--- src/design/assert_macros.svh ---
// shared assertion macros, compiled out for synthesis
`ifndef ASSERT_MACROS_SVH
`define ASSERT_MACROS_SVH

`ifndef SYNTHESIS

// property checked on the clock, ignored while reset is high
`define ASSERT_CLK(label, clk, rst, prop, msg) \
   label: assert property (@(posedge clk) disable iff (rst) prop) else $error(msg);

// property checked on the clock, also across reset
`define ASSERT_ALL(label, clk, prop, msg) \
   label: assert property (@(posedge clk) prop) else $error(msg);

`else

`define ASSERT_CLK(label, clk, rst, prop, msg)
`define ASSERT_ALL(label, clk, prop, msg)

`endif

`endif

--- src/design/bfa_pkg.sv ---
`timescale 1ns / 1ps

package bfa_pkg;

   localparam int MEM_UNITS = 2048;
   localparam int ADDR_W    = $clog2(MEM_UNITS);
   localparam int CNT_W     = $clog2(MEM_UNITS + 1);
   localparam int SIZE_W    = 12;
   localparam int START_W   = 11;
   localparam int CMP_W     = (CNT_W > SIZE_W) ? CNT_W : SIZE_W;
   localparam int STEP_W    = 4;

   localparam logic [ADDR_W-1:0] ADDR_LAST = ADDR_W'(MEM_UNITS - 1);

   localparam logic REQ_ALLOC = 1'b0;
   localparam logic REQ_FREE  = 1'b1;

   typedef struct packed {
      logic              req_type;
      logic [SIZE_W-1:0] block_size;
      logic [START_W-1:0] block_start;
   } bfa_req_type;

   typedef struct packed {
      logic               granted;
      logic [START_W-1:0] granted_start;
   } bfa_rsp_type;

   typedef enum logic [2:0] {
      ADDR_HOLD,
      ADDR_INC,
      ADDR_ZERO,
      ADDR_BEST,
      ADDR_REQ
   } addr_op_type;

   typedef enum logic [1:0] {
      MEM_IDLE,
      MEM_READ,
      MEM_CLEAR,
      MEM_MARK
   } mem_op_type;

   typedef enum logic [2:0] {
      COND_NEVER,
      COND_ALWAYS,
      COND_NOT_LAST,
      COND_NO_START,
      COND_IS_FREE,
      COND_NO_AWRITE,
      COND_NO_FWRITE,
      COND_MORE
   } cond_type;

   typedef struct packed {
      addr_op_type       addr_op;
      mem_op_type        mem_op;
      logic              load_req;
      logic              init_scan;
      logic              scan;
      logic              end_run;
      logic              load_rem;
      logic              respond;
      cond_type          cond;
      logic [STEP_W-1:0] target;
   } ctrl_type;

   typedef struct packed {
      logic last;
      logic more;
      logic is_free;
      logic no_awrite;
      logic no_fwrite;
   } status_type;

   // microprogram step addresses
   localparam logic [STEP_W-1:0] STEP_CLR      = 4'd0;
   localparam logic [STEP_W-1:0] STEP_IDLE     = 4'd1;
   localparam logic [STEP_W-1:0] STEP_DISPATCH = 4'd2;
   localparam logic [STEP_W-1:0] STEP_SCAN     = 4'd3;
   localparam logic [STEP_W-1:0] STEP_DRAIN    = 4'd4;
   localparam logic [STEP_W-1:0] STEP_FINAL    = 4'd5;
   localparam logic [STEP_W-1:0] STEP_ACHK     = 4'd6;
   localparam logic [STEP_W-1:0] STEP_MARK     = 4'd7;
   localparam logic [STEP_W-1:0] STEP_RESP     = 4'd8;
   localparam logic [STEP_W-1:0] STEP_FSETUP   = 4'd9;
   localparam logic [STEP_W-1:0] STEP_RELEASE  = 4'd10;
   localparam logic [STEP_W-1:0] STEP_GO       = 4'd11;

   localparam ctrl_type CTRL_NOP = '{
      addr_op:   ADDR_HOLD,
      mem_op:    MEM_IDLE,
      load_req:  1'b0,
      init_scan: 1'b0,
      scan:      1'b0,
      end_run:   1'b0,
      load_rem:  1'b0,
      respond:   1'b0,
      cond:      COND_NEVER,
      target:    STEP_IDLE
   };

   // control store
   function automatic ctrl_type ucode_word(input logic [STEP_W-1:0] step);
      ctrl_type w;
      w = CTRL_NOP;
      case (step)
         STEP_CLR: begin
            w.mem_op  = MEM_CLEAR;
            w.addr_op = ADDR_INC;
            w.cond    = COND_NOT_LAST;
            w.target  = STEP_CLR;
         end
         STEP_IDLE: begin
            w.addr_op   = ADDR_ZERO;
            w.load_req  = 1'b1;
            w.init_scan = 1'b1;
            w.cond      = COND_NO_START;
            w.target    = STEP_IDLE;
         end
         STEP_DISPATCH: begin
            w.cond   = COND_IS_FREE;
            w.target = STEP_FSETUP;
         end
         STEP_SCAN: begin
            w.mem_op  = MEM_READ;
            w.addr_op = ADDR_INC;
            w.scan    = 1'b1;
            w.cond    = COND_NOT_LAST;
            w.target  = STEP_SCAN;
         end
         STEP_DRAIN: begin
            w.scan = 1'b1;
         end
         STEP_FINAL: begin
            w.end_run = 1'b1;
         end
         STEP_ACHK: begin
            w.addr_op  = ADDR_BEST;
            w.load_rem = 1'b1;
            w.cond     = COND_NO_AWRITE;
            w.target   = STEP_RESP;
         end
         STEP_MARK: begin
            w.mem_op  = MEM_MARK;
            w.addr_op = ADDR_INC;
            w.cond    = COND_MORE;
            w.target  = STEP_MARK;
         end
         STEP_RESP: begin
            w.respond = 1'b1;
            w.cond    = COND_ALWAYS;
            w.target  = STEP_IDLE;
         end
         STEP_FSETUP: begin
            w.addr_op  = ADDR_REQ;
            w.load_rem = 1'b1;
            w.cond     = COND_NO_FWRITE;
            w.target   = STEP_RESP;
         end
         STEP_RELEASE: begin
            w.mem_op  = MEM_CLEAR;
            w.addr_op = ADDR_INC;
            w.cond    = COND_MORE;
            w.target  = STEP_RELEASE;
         end
         STEP_GO: begin
            w.cond   = COND_ALWAYS;
            w.target = STEP_RESP;
         end
         default: begin
            w.cond   = COND_ALWAYS;
            w.target = STEP_IDLE;
         end
      endcase
      return w;
   endfunction

endpackage

--- src/design/bfa_ram.sv ---
`timescale 1ns / 1ps

module bfa_ram #(
   parameter int DEPTH = 2048,
   parameter int WIDTH = 1
) (
   input  logic                     clock,
   input  logic                     wr_en,
   input  logic [$clog2(DEPTH)-1:0] addr,
   input  logic [WIDTH-1:0]         wr_data,
   output logic [WIDTH-1:0]         rd_data
);

   logic [WIDTH-1:0] mem [DEPTH];
   logic [WIDTH-1:0] rd_data_ff;

   always_ff @(posedge clock) begin
      if (wr_en) begin
         mem[addr] <= wr_data;
      end
      rd_data_ff <= mem[addr];
   end

   assign rd_data = rd_data_ff;

endmodule

--- src/design/bfa_datapath.sv ---
`timescale 1ns / 1ps

module bfa_datapath
   import bfa_pkg::*;
(
   input  logic        clock,
   input  logic        reset,
   input  ctrl_type    ctrl,
   input  logic        start,
   input  bfa_req_type req_data,
   output status_type  status,
   output bfa_rsp_type rsp_data
);

   logic [ADDR_W-1:0] addr_ff, addr_in;
   logic [SIZE_W-1:0] rem_ff, rem_in;
   bfa_req_type       req_ff, req_in;
   logic [ADDR_W-1:0] pidx_ff;
   logic              pvalid_ff;
   logic              in_run_ff, in_run_in;
   logic [ADDR_W-1:0] run_start_ff, run_start_in;
   logic              found_ff, found_in;
   logic [ADDR_W-1:0] best_start_ff, best_start_in;
   logic [CNT_W-1:0]  best_len_ff, best_len_in;

   logic              ram_we;
   logic              ram_wdata;
   logic              ram_rdata;
   logic              is_free;

   logic              run_close;
   logic [CNT_W-1:0]  cand_end;
   logic [CNT_W-1:0]  cand_len;
   logic              take;

   bfa_ram #(
      .DEPTH(MEM_UNITS),
      .WIDTH(1)
   ) u_ram (
      .clock  (clock),
      .wr_en  (ram_we),
      .addr   (addr_ff),
      .wr_data(ram_wdata),
      .rd_data(ram_rdata)
   );

   assign ram_we    = (ctrl.mem_op == MEM_CLEAR) || (ctrl.mem_op == MEM_MARK);
   assign ram_wdata = (ctrl.mem_op == MEM_MARK);
   assign is_free   = (req_ff.req_type == REQ_FREE);

   // run candidate: closed by a used unit, or open at the end of memory
   always_comb begin
      run_close = in_run_ff &&
                  ((ctrl.scan && pvalid_ff && ram_rdata) || ctrl.end_run);
      cand_end  = ctrl.end_run ? CNT_W'(MEM_UNITS) : CNT_W'(pidx_ff);
      cand_len  = cand_end - CNT_W'(run_start_ff);
      take      = run_close &&
                  (CMP_W'(cand_len) >= CMP_W'(req_ff.block_size)) &&
                  (!found_ff || (cand_len < best_len_ff));
   end

   always_comb begin
      addr_in       = addr_ff;
      rem_in        = rem_ff;
      req_in        = req_ff;
      in_run_in     = in_run_ff;
      run_start_in  = run_start_ff;
      found_in      = found_ff;
      best_start_in = best_start_ff;
      best_len_in   = best_len_ff;

      case (ctrl.addr_op)
         ADDR_HOLD: addr_in = addr_ff;
         ADDR_INC:  addr_in = addr_ff + ADDR_W'(1);
         ADDR_ZERO: addr_in = '0;
         ADDR_BEST: addr_in = best_start_ff;
         ADDR_REQ:  addr_in = ADDR_W'(req_ff.block_start);
         default:   addr_in = addr_ff;
      endcase

      if (ctrl.load_rem) begin
         rem_in = req_ff.block_size;
      end else if (ram_we) begin
         rem_in = rem_ff - SIZE_W'(1);
      end

      if (ctrl.load_req && start) begin
         req_in = req_data;
      end

      if (ctrl.init_scan) begin
         in_run_in = 1'b0;
         found_in  = 1'b0;
      end else begin
         if (ctrl.scan && pvalid_ff) begin
            if (!ram_rdata && !in_run_ff) begin
               in_run_in    = 1'b1;
               run_start_in = pidx_ff;
            end else if (ram_rdata) begin
               in_run_in = 1'b0;
            end
         end
         if (take) begin
            found_in      = 1'b1;
            best_start_in = run_start_ff;
            best_len_in   = cand_len;
         end
      end
   end

   always_ff @(posedge clock) begin
      if (reset) begin
         addr_ff   <= '0;
         pvalid_ff <= 1'b0;
         in_run_ff <= 1'b0;
         found_ff  <= 1'b0;
      end else begin
         addr_ff   <= addr_in;
         pvalid_ff <= (ctrl.mem_op == MEM_READ);
         in_run_ff <= in_run_in;
         found_ff  <= found_in;
      end
   end

   always_ff @(posedge clock) begin
      rem_ff        <= rem_in;
      req_ff        <= req_in;
      pidx_ff       <= addr_ff;
      run_start_ff  <= run_start_in;
      best_start_ff <= best_start_in;
      best_len_ff   <= best_len_in;
   end

   always_comb begin
      status.last      = (addr_ff == ADDR_LAST);
      status.more      = (rem_ff != SIZE_W'(1)) && (addr_ff != ADDR_LAST);
      status.is_free   = is_free;
      status.no_awrite = !found_ff || (req_ff.block_size == '0);
      status.no_fwrite = (req_ff.block_size == '0) ||
                         (CMP_W'(req_ff.block_start) >= CMP_W'(MEM_UNITS));
   end

   always_comb begin
      rsp_data.granted       = is_free || found_ff;
      rsp_data.granted_start = (!is_free && found_ff) ? START_W'(best_start_ff) : '0;
   end

endmodule

--- src/design/bfa_sequencer.sv ---
`timescale 1ns / 1ps
`include "assert_macros.svh"

module bfa_sequencer
   import bfa_pkg::*;
(
   input  logic       clock,
   input  logic       reset,
   input  logic       start,
   input  status_type status,
   output ctrl_type   ctrl,
   output logic       busy,
   output logic       rsp_strobe
);

   logic [STEP_W-1:0] upc_ff, upc_in;
   logic              jump;

   assign ctrl = ucode_word(upc_ff);

   always_comb begin
      case (ctrl.cond)
         COND_NEVER:     jump = 1'b0;
         COND_ALWAYS:    jump = 1'b1;
         COND_NOT_LAST:  jump = !status.last;
         COND_NO_START:  jump = !start;
         COND_IS_FREE:   jump = status.is_free;
         COND_NO_AWRITE: jump = status.no_awrite;
         COND_NO_FWRITE: jump = status.no_fwrite;
         COND_MORE:      jump = status.more;
         default:        jump = 1'b0;
      endcase
      upc_in = jump ? ctrl.target : upc_ff + STEP_W'(1);
   end

   always_ff @(posedge clock) begin
      if (reset) begin
         upc_ff <= STEP_CLR;
      end else begin
         upc_ff <= upc_in;
      end
   end

   assign busy       = (upc_ff != STEP_IDLE);
   assign rsp_strobe = ctrl.respond;

   `ASSERT_CLK(a_accept_goes_busy, clock, reset, (start && !busy) |=> busy, "accepted transaction did not start work")
   `ASSERT_CLK(a_resp_returns_idle, clock, reset, rsp_strobe |=> !busy, "sequencer not idle after response")
   `ASSERT_CLK(a_upc_in_program, clock, reset, upc_ff <= STEP_GO, "step counter left the program")
   `ASSERT_ALL(a_reset_clears, clock, reset |=> (upc_ff == STEP_CLR), "reset did not restart the clear pass")

endmodule

--- src/design/best_fit_bitmap_allocator.sv ---
`timescale 1ns / 1ps
// channel   ports                          handshake
// request   start, busy, req_data          taken when start and not busy
// response  rsp_strobe, rsp_data           one-cycle strobe, no back-pressure
//
// after reset a clear pass writes every bitmap unit free, with busy high
// allocate: a scan of every bitmap unit and a decision, then block_size units marked used
// free: block_size units from block_start released, clipped at the end of memory; none if empty
// the single-port bitmap memory, one unit per cycle, sets the pace of each pass
// the response cannot be stalled; the next request is taken the cycle after it

module best_fit_bitmap_allocator
   import bfa_pkg::*;
(
   input  logic        clock,
   input  logic        reset,
   input  logic        start,
   output logic        busy,
   input  bfa_req_type req_data,
   output logic        rsp_strobe,
   output bfa_rsp_type rsp_data
);

   ctrl_type   ctrl;
   status_type status;

   bfa_sequencer u_sequencer (
      .clock     (clock),
      .reset     (reset),
      .start     (start),
      .status    (status),
      .ctrl      (ctrl),
      .busy      (busy),
      .rsp_strobe(rsp_strobe)
   );

   bfa_datapath u_datapath (
      .clock   (clock),
      .reset   (reset),
      .ctrl    (ctrl),
      .start   (start),
      .req_data(req_data),
      .status  (status),
      .rsp_data(rsp_data)
   );

endmodule

--- config.mk ---
export PLATFORM = sky130hd
export DESIGN_NAME = best_fit_bitmap_allocator
export DESIGN_NICKNAME = d
export VERILOG_FILES = /design/src/design/bfa_pkg.sv /design/src/design/bfa_ram.sv /design/src/design/bfa_datapath.sv /design/src/design/bfa_sequencer.sv /design/src/design/best_fit_bitmap_allocator.sv
export VERILOG_INCLUDE_DIRS = /design/src /design/src/design
export SDC_FILE = /design/constraint.sdc
export NUM_CORES = 2
export LEC_CHECK = 0
export BUFFER_PORTS_ARGS = -buffer_cell sky130_fd_sc_hd__clkbuf_2
export CAP_MARGIN = 15
export CELL_PAD_IN_SITES_DETAIL_PLACEMENT = 2
export CELL_PAD_IN_SITES_GLOBAL_PLACEMENT = 2
export CORE_MARGIN = 2
export CORE_UTILIZATION = 41
export CTS_CLUSTER_DIAMETER = 30
export DETAILED_ROUTE_END_ITERATION = 10
export PLACE_DENSITY_LB_ADDON = 0.1
export SYNTH_ARGS = -nofsm -noshare
export SYNTH_HDL_FRONTEND = slang
export SYNTH_SLANG_ARGS = --single-unit
--- constraint.sdc ---
create_clock -name clock -period 58.1 [get_ports clock]
set_input_delay 5.81 -clock clock [delete_from_list [all_inputs] [get_ports clock]]
set_output_delay 5.81 -clock clock [all_outputs]
set_load 0.01 [all_outputs]
==> flow_metrics.tcl <==
set metrics [dict create \
    die-area_um2 231000 \
    cts.clk_slew.worst_paths_ns 0.04 \
    first_global_vias 68400 \
    yosysTopAreaCellShare_pct 68.4 \
    synth_commonest_cells "edfxtp_1 (2118), nor2_1 (2079), mux2i_1 (1029)" \
    globalRoute.totalOverflow 0 \
    floorplan.die.height_um 480 \
    n_fill_cell 21100 \
    worst_slew_margin_rel_pct 0.436 \
    fmaxAchievable_mhz 119 \
    detail_route.first_pass.iterations 5 \
    seq_power_share_pct 31.7 \
    final-max-slew-violation-count 0 \
    timing_hold_violations_final 0 \
    hold_slack_ns 0.415 \
    synth-seq-area-share_pct 69.0 \
    area_occupied_by_multi_input_gates_um2 26100 \
    p_sw_share_pct 27.9 \
    grt_start_max_net_pins 302 \
    synthToLayoutAreaGrowth_pct 23.1 \
    timing.critical_path.slowest_cell_delay_ns 0.36 \
    synth-async-reset-ratio_pct 0 \
    netlist_instances 7170 \
    cts_resized 0 \
    fin_tns_setup_ns 0 \
    worst_pin_slew_ns 1.49 \
    yosys.area.top_type "edfxtp_1" \
    ctsHoldBuffers 0 \
    drt-wirelength-per-cell_um 33.5 \
    detailed_place_hpwl_mm 165 \
    ctsHtreeMaxLevel 6 \
    outcome "finished, final reports clean" \
    comb_power_share_pct 15.2 \
    synth_area_um2 93000 \
    grt_antenna_before_repair 15 \
    finalSetupViolCount 0 \
    crit_path_max_fanout 9 \
    postRouteAntennaNets 0 \
    io_buffers 40 \
    num_vias 63400 \
    detail_route.wirelength_mm 358 \
    timing.critical_path.to_type "primary output" \
    vdd_drop_max_mv 0.0383 \
    reg2reg_depth 13 \
    synth_seq_cells 2148 \
    design.final.nets 7349 \
    core_area_um2 225000 \
    crit_top_cell "inv_1" \
    power.share.clock_pct 53.1 \
    maxCapViolCount 0 \
    clock_tree_from_tritoncts "yes" \
    fin_cells 10700 \
    power.net_switching_w 0.00157 \
    holdPathStages 0 \
    cp_data_required_time_ns 52.29 \
    layout.area.seq_um2 64200 \
    postCtsSetupRepairBufs 0 \
    cp.arrival_ns 2.59 \
    power.leakage_nw 38.7 \
    vias_per_cell 5.92 \
    floorplan.rows 174 \
    place_inst 9671 \
    initial_utilization_pct 41.3 \
    path_class "reg2out" \
    groute.usage.overall_pct 30.6 \
    netlist-cell-type-count 66 \
    synth_edf_count 2118 \
    finalCriticalPeriod_ns 8.40 \
    drc_errors 0 \
    hold_path.class "reg2reg" \
    crit_chain "inv_1, ha_1, nand2b_1, nor2_1, inv_1, clkbuf_2" \
    worstSkewPairLatency_ns 0.93 \
    clock_skew_ns 0.0346 \
    cts-root-to-sink-buffers 4 \
    floorplan.io_pins 41 \
    detail_route.iter0.violations 6499 \
    critPathLaunchType "register" \
    clockRootBuffer "clkbuf_16" \
    dieWidth_um 480 \
    synth_fp_nets 7242 \
    cp_slowest_cell "ha_1" \
    ys_warn_count 0 \
    biggest_area_contributors_in_the_synthesized_netlist "edfxtp_1 (68%), mux2i_1 (11%), nor2_1 (8.4%)" \
    tritoncts.num_buffers 565 \
    grt_pass1_wl_mm 505 \
    globalplace.congestion 0.761 \
    design_power_total_w 0.00565 \
    drive_above_1_share_pct 13.7 \
    rsz0062_at_grt "no" \
    power_report.internal_total_w 0.00407 \
    cts.sinks 2148 \
    synth-main-ff-cell "edfxtp_1" \
    p_per_area_nw_per_um2 49.3 \
    synth.avg_cell_area_um2 13.0 \
    synth.most_common_cell "edfxtp_1" \
    final.period_utilization_pct 14.5 \
]
registers in the layout, indices dropped and copies added (netlist names):
name,flops
u_sequencer.upc_ff,4
u_datapath.req_ff,23
u_datapath.u_ram.rd_data,1
u_datapath.u_ram.mem,2048
u_datapath.best_start_ff,11
u_datapath.is_free,1
u_datapath.pvalid_ff,1
u_datapath.run_start_ff,11
u_datapath.addr_ff,11
u_datapath.best_len_ff,12
u_datapath.in_run_ff,1
u_datapath.found_ff,1
u_datapath.pidx_ff,11
u_datapath.rem_ff,12
path summary, 6_finish.rpt:
| check | from | to | slack, ns |
|---|---|---|---|
| max | u_sequencer.upc_ff[1] | busy | 49.70 |
| min | u_datapath.pidx_ff[5] | u_datapath.run_start_ff[5] | 0.42 |
| max reg2reg | u_datapath.addr_ff[1] | u_datapath.u_ram.rd_data | 51.11 |
| min reg2reg | u_datapath.pidx_ff[5] | u_datapath.run_start_ff[5] | 0.42 |
final cells by class:
type                    instances  area share, %
diodes                          4        0.00874
clock inverters               313           2.81
inverters                      51          0.167
multi-input cells            4310           22.8
flip-flops and latches       2148           56.1
well taps                    2992           3.27
clock buffers                 681           13.0
repair buffers                201           1.90
worst max-delay path: cells and delay by family, from the launching register on:
family        cells  cell delay, ns
simple gates      2            0.54
flops             1            0.33
buf+inv           3            0.43
fa+ha+maj         1            0.36
metrics by stage:
step / cell area [µm²] / worst slack (ns) / utilization [%]
after detailed placement: 95600 / 50.65 / 42.5
after floorplan: 93000 / 0.225 / -
final: 115000 / 49.70 / 50.9
after CTS: 114000 / 49.65 / 50.5
after global placement: 95600 / 50.73 / 42.5
after global routing: 115000 / 49.51 / 50.9
kinds of logic after synthesis:
group	Yosys count	synth area share, %
simple gates	2546	11.1
buf+inv	712	3.40
xor+xnor	18	0.170
flops	2148	69.0
mux	1030	11.1
compound gates	671	4.60
fa+ha+maj	45	0.613
power by group through the flow:
stage	clock (W)	sequential, W	combinational, W
finish	0.00300	0.00179	0.000860
global route	0.00311	0.00179	0.000890
CTS	0.00303	0.00179	0.000842
detailed placement	0	0.00181	0.000831
global placement	0	0.00181	0.000820
floorplan	0	0.00194	0.000501
per-layer routing:
metal | GRT usage (%) | up-vias | share of wire (%)
met3 | 4.99 | 735 | 6.1
li1 | - | 26500 | -
met4 | 12.1 | 2 | 3.7
met5 | 0 | - | 0.0036
met1 | 40.0 | 33800 | 41
met2 | 50.9 | 2309 | 49
layout by cell type, fill, tap and decap left out, types with 6 or more instances in the layout:
cell,instances
clkinv_8,9
clkinv_2,89
nor2_1,2076
nand4b_1,6
clkinvlp_4,25
nor4_1,138
and3_1,6
clkbuf_16,577
clkbuf_1,99
nand2_4,32
xnor2_1,13
nor3_1,14
o22ai_1,514
nand2_1,165
inv_6,15
nand4bb_4,6
nand3_1,12
inv_1,51
buf_12,17
edfxtp_1,2118
dfxtp_1,29
nand2b_1,7
bufinv_16,60
clkinv_1,108
nor3b_1,6
a22oi_1,37
buf_16,26
buf_4,113
clkbuf_2,40
nor2b_1,6
nand4_1,9
a211oi_1,9
o21a_1,6
and2_1,28
mux2i_1,1028
o21ai_0,33
ha_1,44
a21oi_1,30
Note: power is estimated with default switching activity, not from simulation.
